`src/rtl/core/assert_macros.svh`:
```
// Assertion macros shared by the vertex normal accumulator RTL.
`ifndef ASSERT_MACROS_SVH
`define ASSERT_MACROS_SVH

// Same-cycle implication, sampled on clk, off while rst_n is low.
`define VNA_ASSERT_IMP(label, ante, cons) \
  label: assert property (@(posedge clk) disable iff (!rst_n) (ante) |-> (cons)) \
    else $error("vna assertion failed");

// Next-cycle implication, sampled on clk, off while rst_n is low.
`define VNA_ASSERT_NXT(label, ante, cons) \
  label: assert property (@(posedge clk) disable iff (!rst_n) (ante) |=> (cons)) \
    else $error("vna assertion failed");

`endif

```
`src/rtl/core/vna_pkg.sv`:
```
// Package: constants, codes and types of the vertex normal accumulator.
`default_nettype none
package vna_pkg;

  localparam int ADDR_W     = 12;
  localparam int VERTICES   = 1 << ADDR_W;
  localparam int COORD_W    = 32;
  localparam int NRM_W      = 16;
  localparam int POS_ROW_W  = 3 * COORD_W;
  localparam int NRM_ROW_W  = 3 * NRM_W;
  localparam int VCOUNT_W   = 13;
  localparam int EDGE_FRAC  = 30;
  localparam int NORM_FRAC  = 14;
  localparam logic [VCOUNT_W-1:0] VCOUNT_RST = VCOUNT_W'(VERTICES);

  typedef enum logic [1:0] {
    OP_LOAD = 2'd0,
    OP_FACE = 2'd1,
    OP_READ = 2'd2,
    OP_NOP  = 2'd3
  } op_t;

  typedef enum logic [1:0] {
    ST_OK    = 2'd0,
    ST_RANGE = 2'd1,
    ST_DEGEN = 2'd2
  } status_t;

  typedef enum logic [3:0] {
    S_CLEAR, S_IDLE, S_DECODE, S_NRD, S_PA, S_PB, S_PC, S_N1,
    S_E2, S_N2, S_CROSS, S_N3ST, S_N3, S_MRD, S_MWR, S_OUT
  } vna_state_t;

  typedef enum logic [2:0] {
    N_IDLE, N_SHIFT, N_SQUARE, N_ROOT, N_LOAD, N_DIV, N_DONE
  } norm_state_t;

  typedef struct packed {
    logic start;
    logic frac_norm;   // 1: Q1.14 result, 0: Q1.30 result
  } norm_req_t;

  typedef struct packed {
    logic done;
    logic zero;        // input vector was all zero
  } norm_rsp_t;

endpackage
`default_nettype wire

```
`src/rtl/core/vna_norm.sv`:
```
// Multi-cycle vector normalizer: shift, sum of squares, bit-serial root and divide.
`default_nettype none
`include "assert_macros.svh"
module vna_norm (
  input  wire logic                  clk,
  input  wire logic                  rst_n,
  input  var  vna_pkg::norm_req_t    req_i,
  input  wire logic signed [63:0]    vec_i [3],
  output vna_pkg::norm_rsp_t         rsp_o,
  output logic signed [31:0]         res_o [3]
);
  import vna_pkg::*;

  norm_state_t        state_r, state_nxt;
  logic [63:0]        mag_r [3];
  logic [2:0]         neg_r;
  logic               frac_r;
  logic               zero_r;
  logic [4:0]         cnt_r;
  logic [1:0]         comp_r;
  logic [59:0]        prod_r;
  logic [63:0]        sum_r;
  logic [31:0]        root_r;
  logic [34:0]        rem_r;
  logic [32:0]        drem_r;
  logic [31:0]        numlo_r;
  logic [31:0]        q_r;
  logic signed [31:0] res_r [3];

  logic [63:0] or_all;
  logic        sh_r8, sh_r1, sh_l8, sh_l1;
  logic [29:0] sq_m;
  logic [34:0] rem_sh, trial;
  logic        root_ge;
  logic [29:0] div_m;
  logic [63:0] num;
  logic [32:0] dt;
  logic        div_ge;
  logic [31:0] q_fin, one, q_cl;

  always_comb begin
    or_all  = mag_r[0] | mag_r[1] | mag_r[2];
    sh_r8   = |or_all[63:38];
    sh_r1   = |or_all[63:30];
    sh_l8   = ~|or_all[63:21];
    sh_l1   = ~or_all[29];
    sq_m    = (cnt_r[1:0] == 2'd3) ? 30'd0 : mag_r[cnt_r[1:0]][29:0];
    rem_sh  = {rem_r[32:0], sum_r[63:62]};
    trial   = {1'b0, root_r, 2'b01};
    root_ge = rem_sh >= trial;
    div_m   = mag_r[comp_r][29:0];
    num     = (frac_r ? ({34'd0, div_m} << NORM_FRAC) : ({34'd0, div_m} << EDGE_FRAC))
              + {33'd0, root_r[31:1]};
    dt      = {drem_r[31:0], numlo_r[31]};
    div_ge  = dt >= {1'b0, root_r};
    q_fin   = {q_r[30:0], div_ge};
    one     = frac_r ? (32'd1 << NORM_FRAC) : (32'd1 << EDGE_FRAC);
    q_cl    = (q_fin > one) ? one : q_fin;
  end

  always_comb begin
    state_nxt = state_r;
    case (state_r)
      N_IDLE:   if (req_i.start) state_nxt = N_SHIFT;
      N_SHIFT: begin
        if (or_all == 64'd0) begin
          state_nxt = N_DONE;
        end else if (!sh_r1 && !sh_l1) begin
          state_nxt = N_SQUARE;
        end
      end
      N_SQUARE: if (cnt_r == 5'd3) state_nxt = N_ROOT;
      N_ROOT:   if (cnt_r == 5'd31) state_nxt = N_LOAD;
      N_LOAD:   state_nxt = N_DIV;
      N_DIV: begin
        if (cnt_r == 5'd31) begin
          state_nxt = (comp_r == 2'd2) ? N_DONE : N_LOAD;
        end
      end
      N_DONE:   state_nxt = N_IDLE;
      default:  state_nxt = N_IDLE;
    endcase
  end

  always_ff @(posedge clk) begin
    if (!rst_n) begin
      state_r <= N_IDLE;
    end else begin
      state_r <= state_nxt;
    end
  end

  always_ff @(posedge clk) begin
    case (state_r)
      N_IDLE: begin
        if (req_i.start) begin
          for (int i = 0; i < 3; i++) begin
            mag_r[i] <= vec_i[i][63] ? $unsigned(-vec_i[i]) : $unsigned(vec_i[i]);
            neg_r[i] <= vec_i[i][63];
          end
          frac_r <= req_i.frac_norm;
          zero_r <= 1'b0;
        end
      end
      N_SHIFT: begin
        if (or_all == 64'd0) begin
          zero_r <= 1'b1;
        end else if (sh_r8) begin
          for (int i = 0; i < 3; i++) mag_r[i] <= mag_r[i] >> 8;
        end else if (sh_r1) begin
          for (int i = 0; i < 3; i++) mag_r[i] <= mag_r[i] >> 1;
        end else if (sh_l8) begin
          for (int i = 0; i < 3; i++) mag_r[i] <= mag_r[i] << 8;
        end else if (sh_l1) begin
          for (int i = 0; i < 3; i++) mag_r[i] <= mag_r[i] << 1;
        end else begin
          cnt_r <= 5'd0;
          sum_r <= 64'd0;
        end
      end
      N_SQUARE: begin
        prod_r <= sq_m * sq_m;
        if (cnt_r != 5'd0) sum_r <= sum_r + {4'd0, prod_r};
        if (cnt_r == 5'd3) begin
          cnt_r  <= 5'd0;
          root_r <= 32'd0;
          rem_r  <= 35'd0;
        end else begin
          cnt_r <= cnt_r + 5'd1;
        end
      end
      N_ROOT: begin
        rem_r  <= root_ge ? (rem_sh - trial) : rem_sh;
        root_r <= {root_r[30:0], root_ge};
        sum_r  <= sum_r << 2;
        cnt_r  <= cnt_r + 5'd1;
        comp_r <= 2'd0;
      end
      N_LOAD: begin
        drem_r  <= {1'b0, num[63:32]};
        numlo_r <= num[31:0];
        q_r     <= 32'd0;
        cnt_r   <= 5'd0;
      end
      N_DIV: begin
        drem_r  <= div_ge ? (dt - {1'b0, root_r}) : dt;
        numlo_r <= numlo_r << 1;
        q_r     <= q_fin;
        cnt_r   <= cnt_r + 5'd1;
        if (cnt_r == 5'd31) begin
          res_r[comp_r] <= neg_r[comp_r] ? -$signed(q_cl) : $signed(q_cl);
          comp_r        <= comp_r + 2'd1;
        end
      end
      default: ;
    endcase
  end

  assign rsp_o.done = (state_r == N_DONE);
  assign rsp_o.zero = zero_r;
  assign res_o      = res_r;

  `VNA_ASSERT_IMP(a_start_idle, req_i.start, state_r == N_IDLE)
  `VNA_ASSERT_NXT(a_root_range, state_r == N_ROOT && cnt_r == 5'd31, root_r[31:29] != 3'd0)
endmodule
`default_nettype wire

```
`config.mk`:
```
export PLATFORM = sky130hd
export DESIGN_NAME = vna_norm
export DESIGN_NICKNAME = d
export VERILOG_FILES = /design/src/rtl/core/vna_pkg.sv /design/src/rtl/core/vna_norm.sv
export VERILOG_INCLUDE_DIRS = /design/src /design/src/rtl/core
export SDC_FILE = /design/constraint.sdc
export NUM_CORES = 2
export LEC_CHECK = 0
export ABC_AREA = 1
export BUFFER_PORTS_ARGS = -buffer_cell sky130_fd_sc_hd__buf_2
export CAP_MARGIN = 40
export CORE_MARGIN = 1
export CORE_UTILIZATION = 52
export CTS_BUF_LIST = sky130_fd_sc_hd__clkbuf_4
export DETAILED_ROUTE_END_ITERATION = 7
export PLACE_DENSITY = 0.83
export SYNTH_ARGS = -nofsm -noshare
export SYNTH_HDL_FRONTEND = slang
export SYNTH_SLANG_ARGS = --single-unit
export TNS_END_PERCENT = 1
```
`constraint.sdc`:
```
create_clock -name clk -period 16.3 [get_ports clk]
set_clock_uncertainty 0.2 [all_clocks]
set_input_delay 2.445 -clock clk [delete_from_list [all_inputs] [get_ports clk]]
set_output_delay 2.445 -clock clk [all_outputs]
set_load 0.05 [all_outputs]
```
==> metrics.txt <==
largest fanout on the critical path=59; number of clock sinks=just under 600; worst skew pair latency=1240 ps; Required @ worst endpoint=16,970 ps; final setup TNS=0 ps; die area=134,000 sq um; WP data arrival=10,150 ps; layout cells sized above 1=0.0808; fin cells=approximately 11,000; Post-synth EDFFs=about 600; Core ar.=~130,000 sq um; register area share after synthesis=0.257; cell area after synthesis=approximately 69,000 sq um; count of state elements after synthesis=590; Tot GR Track Use=0.353; CP top delay family=adder cells; hold_sp=numlo_r[3]; First DRT Iteration DRCs=between 8,000 and 9,000; CP max stage delay=around 660 ps; Horiz. Die Dim=roughly 370 um; clk root buf=clkbuf_4; RD Place Congestion=about 1.1; cell repeated most along the worst path=fa_1; vias in the first global route=between 60,000 and 70,000; Row Count=about 130; hold path endpoint=numlo_r[4]; pin count of the biggest net entering global routing=93; detailed-route DRC error count=23; top cells by count, synth=1,614 x inv_1, 1,484 x nand2_1, 1,113 x nor2_1; CTS hold repair buffers=0; post_cts resized=0; Boundary Pins=a little under 300; hpwl dp=185,000 um; ys flop type=edfxtp_1; antenna-violating nets left=0; PortBufs=just under 300; Vias/cell=5.94; cts bufs inserted=about 170; Post-CTS Setup Repair Bufs=0; Fmax=roughly 110 MHz; Placed Cells=around 11,000; CTS tree=built; Die Ht=~370 um; Fillers=11,900; Final Max Tran Viols=0; GRT overflow=0; Reg2Reg Depth=27; Worst Setup Start Kind=flip-flop; initial cell density of the core=0.524; final-report setup violation count=0; largest cells by area after synthesis=edfxtp_1 25%, fa_1 20%, inv_1 8.8%; reg-to-reg critical path endpoint=prod_r[58]; FFs w/ async S/R, synth=0; post-synth top area cell=edfxtp_1; Yosys Warn Count=0; Max clock buf depth=3; failing checks=DRC; Least-Margin Pin Slew=between 1000 and 1500 ps; Yosys cell types=63; Worst-path clk slew=about 60 ps; initial antenna violation count=29; kind of critical path=flip-flop to flip-flop; final instance area=approximately 74,000 sq um; post-synth top area share=0.255; RSZ-0062 raised after global routing=false; Post-Syn Area per Cell=approximately 7.9 sq um; WP buf/inv=6; slowest CP cell=fa_1; status=finished, violations left; post-synthesis cell count=between 8,000 and 9,000; final wirelength=235,000 um; area grow syn2layout=8.36%; first-pass GRT wire length=362,000 um; dpl cell area=72,400 sq um; routed len/inst=around 22 um; post-route clock period utilization=0.581; htree depth=4; max-cap violation count=0; final net count=approximately 10,000; most frequent cell after synthesis=inv_1; Tmin final=approximately 9500 ps; worst min-delay path class=flip-flop to flip-flop; drt pass-1 iters=8; Hold Vio Cnt, Final=0; via count=64,600; Setup crit end kind=flip-flop; headroom to the max-slew limit=0.274; Hold Path Cell Cnt=2; post-synthesis net count=10,000; worst reg-to-reg setup slack=around 6800 ps
per-stage QoR:
step           utilization  setup slack [ps]  hold slack, ps
5_1_grt              0.567              6410             354
3_5_place_dp         0.551              7050             309
3_3_place_gp         0.549              7220             302
4_1_cts              0.567              6970             311
6_report             0.567              6830             301
2_1_floorplan            -              4400             294
area by class of cell:
| class | count | area, sq um | share of cell area |
|---|---|---|---|
| Timing Repair Buffer | 386 | 2390 | 0.0321 |
| Antenna cell | 20 | 50.0 | 0.000672 |
| Clock inverter | 53 | 352 | 0.00472 |
| Inverter | 1632 | 6130 | 0.0822 |
| Sequential cell | 590 | 17600 | 0.237 |
| Clock buffer | 228 | 1710 | 0.0230 |
| Tap cell | 1755 | 2200 | 0.0295 |
| Multi-Input combinational cell | 6211 | 44000 | 0.591 |
cells by family (layout without fill, tap and decap cells):
logic type / Yosys count / after routing / share of synthesized area
AND/OR/NAND/NOR: 3241 / 3241 / 0.195
XOR/XNOR: 285 / 285 / 0.0363
buffers and inverters: 1916 / 2299 / 0.106
adder cells (fa/ha/maj): 1105 / 1105 / 0.277
other: 0 / 20 / 0
flip-flops: 590 / 590 / 0.257
AO/OA/AOI/OAI: 1580 / 1580 / 0.129
state kept, by name, summed over array words and instances, names as in the netlist, named ones only:
name and cells:
mag_r 192, numlo_r 32, comp_r 2, zero_r 1, state_r 3, res_o 96, root_r 32, q_r 31
sum_r 64, neg_r 3, cnt_r 5, drem_r 32, frac_r 1, rem_r 33, prod_r 59
metal layers:
layer | global-route usage | share of wire | up-vias
met1 | 0.457 | 0.38 | 30600
met4 | 0.175 | 0.054 | 22
li1 | - | - | 28900
met2 | 0.548 | 0.44 | 4262
met3 | 0.0930 | 0.13 | 832
met5 | 0.00399 | 0.00087 | -
worst reg2reg max path, delay by kind of cell (launching register included):
kind	cells	cell delay (ps)
adder cells (fa/ha/maj)	9	4370
flip-flops	1	310
AO/OA/AOI/OAI	9	1830
XOR/XNOR	1	170
buffers and inverters	6	1790
AND/OR/NAND/NOR	2	500
cell usage in the layout, fill, tap and decap left out, types with 42 or more instances in the layout:
master and count:
inv_1 1613, nor3_1 101, a31oi_1 72, fa_1 699, nand2_1 1483, a21oi_1 513, nor4_1 90, edfxtp_1 583
xnor2_1 102, nand4_1 115, o21ai_0 609, o211ai_1 123, o22ai_1 56, xor2_1 183, buf_2 296, clkbuf_4 228
nor2_1 1105, buf_4 75, clkinv_1 42, ha_1 406, nand3_1 254
worst max path at each step:
| stage | startpoint | cells after the start | to |
|---|---|---|---|
| 3_3_place_gp | flip-flop | 27 | prod_r[58] |
| 6_report | flip-flop | 27 | prod_r[58] |
| 2_1_floorplan | req_i[1] | 2 | mag_r[0][0] |
| 4_1_cts | flip-flop | 27 | prod_r[58] |
| 3_5_place_dp | flip-flop | 27 | prod_r[58] |
| 5_1_grt | flip-flop | 35 | prod_r[47] |
Power is not shown: default switching activity piles up to over one toggle a cycle in this logic, so the estimate is an artifact.
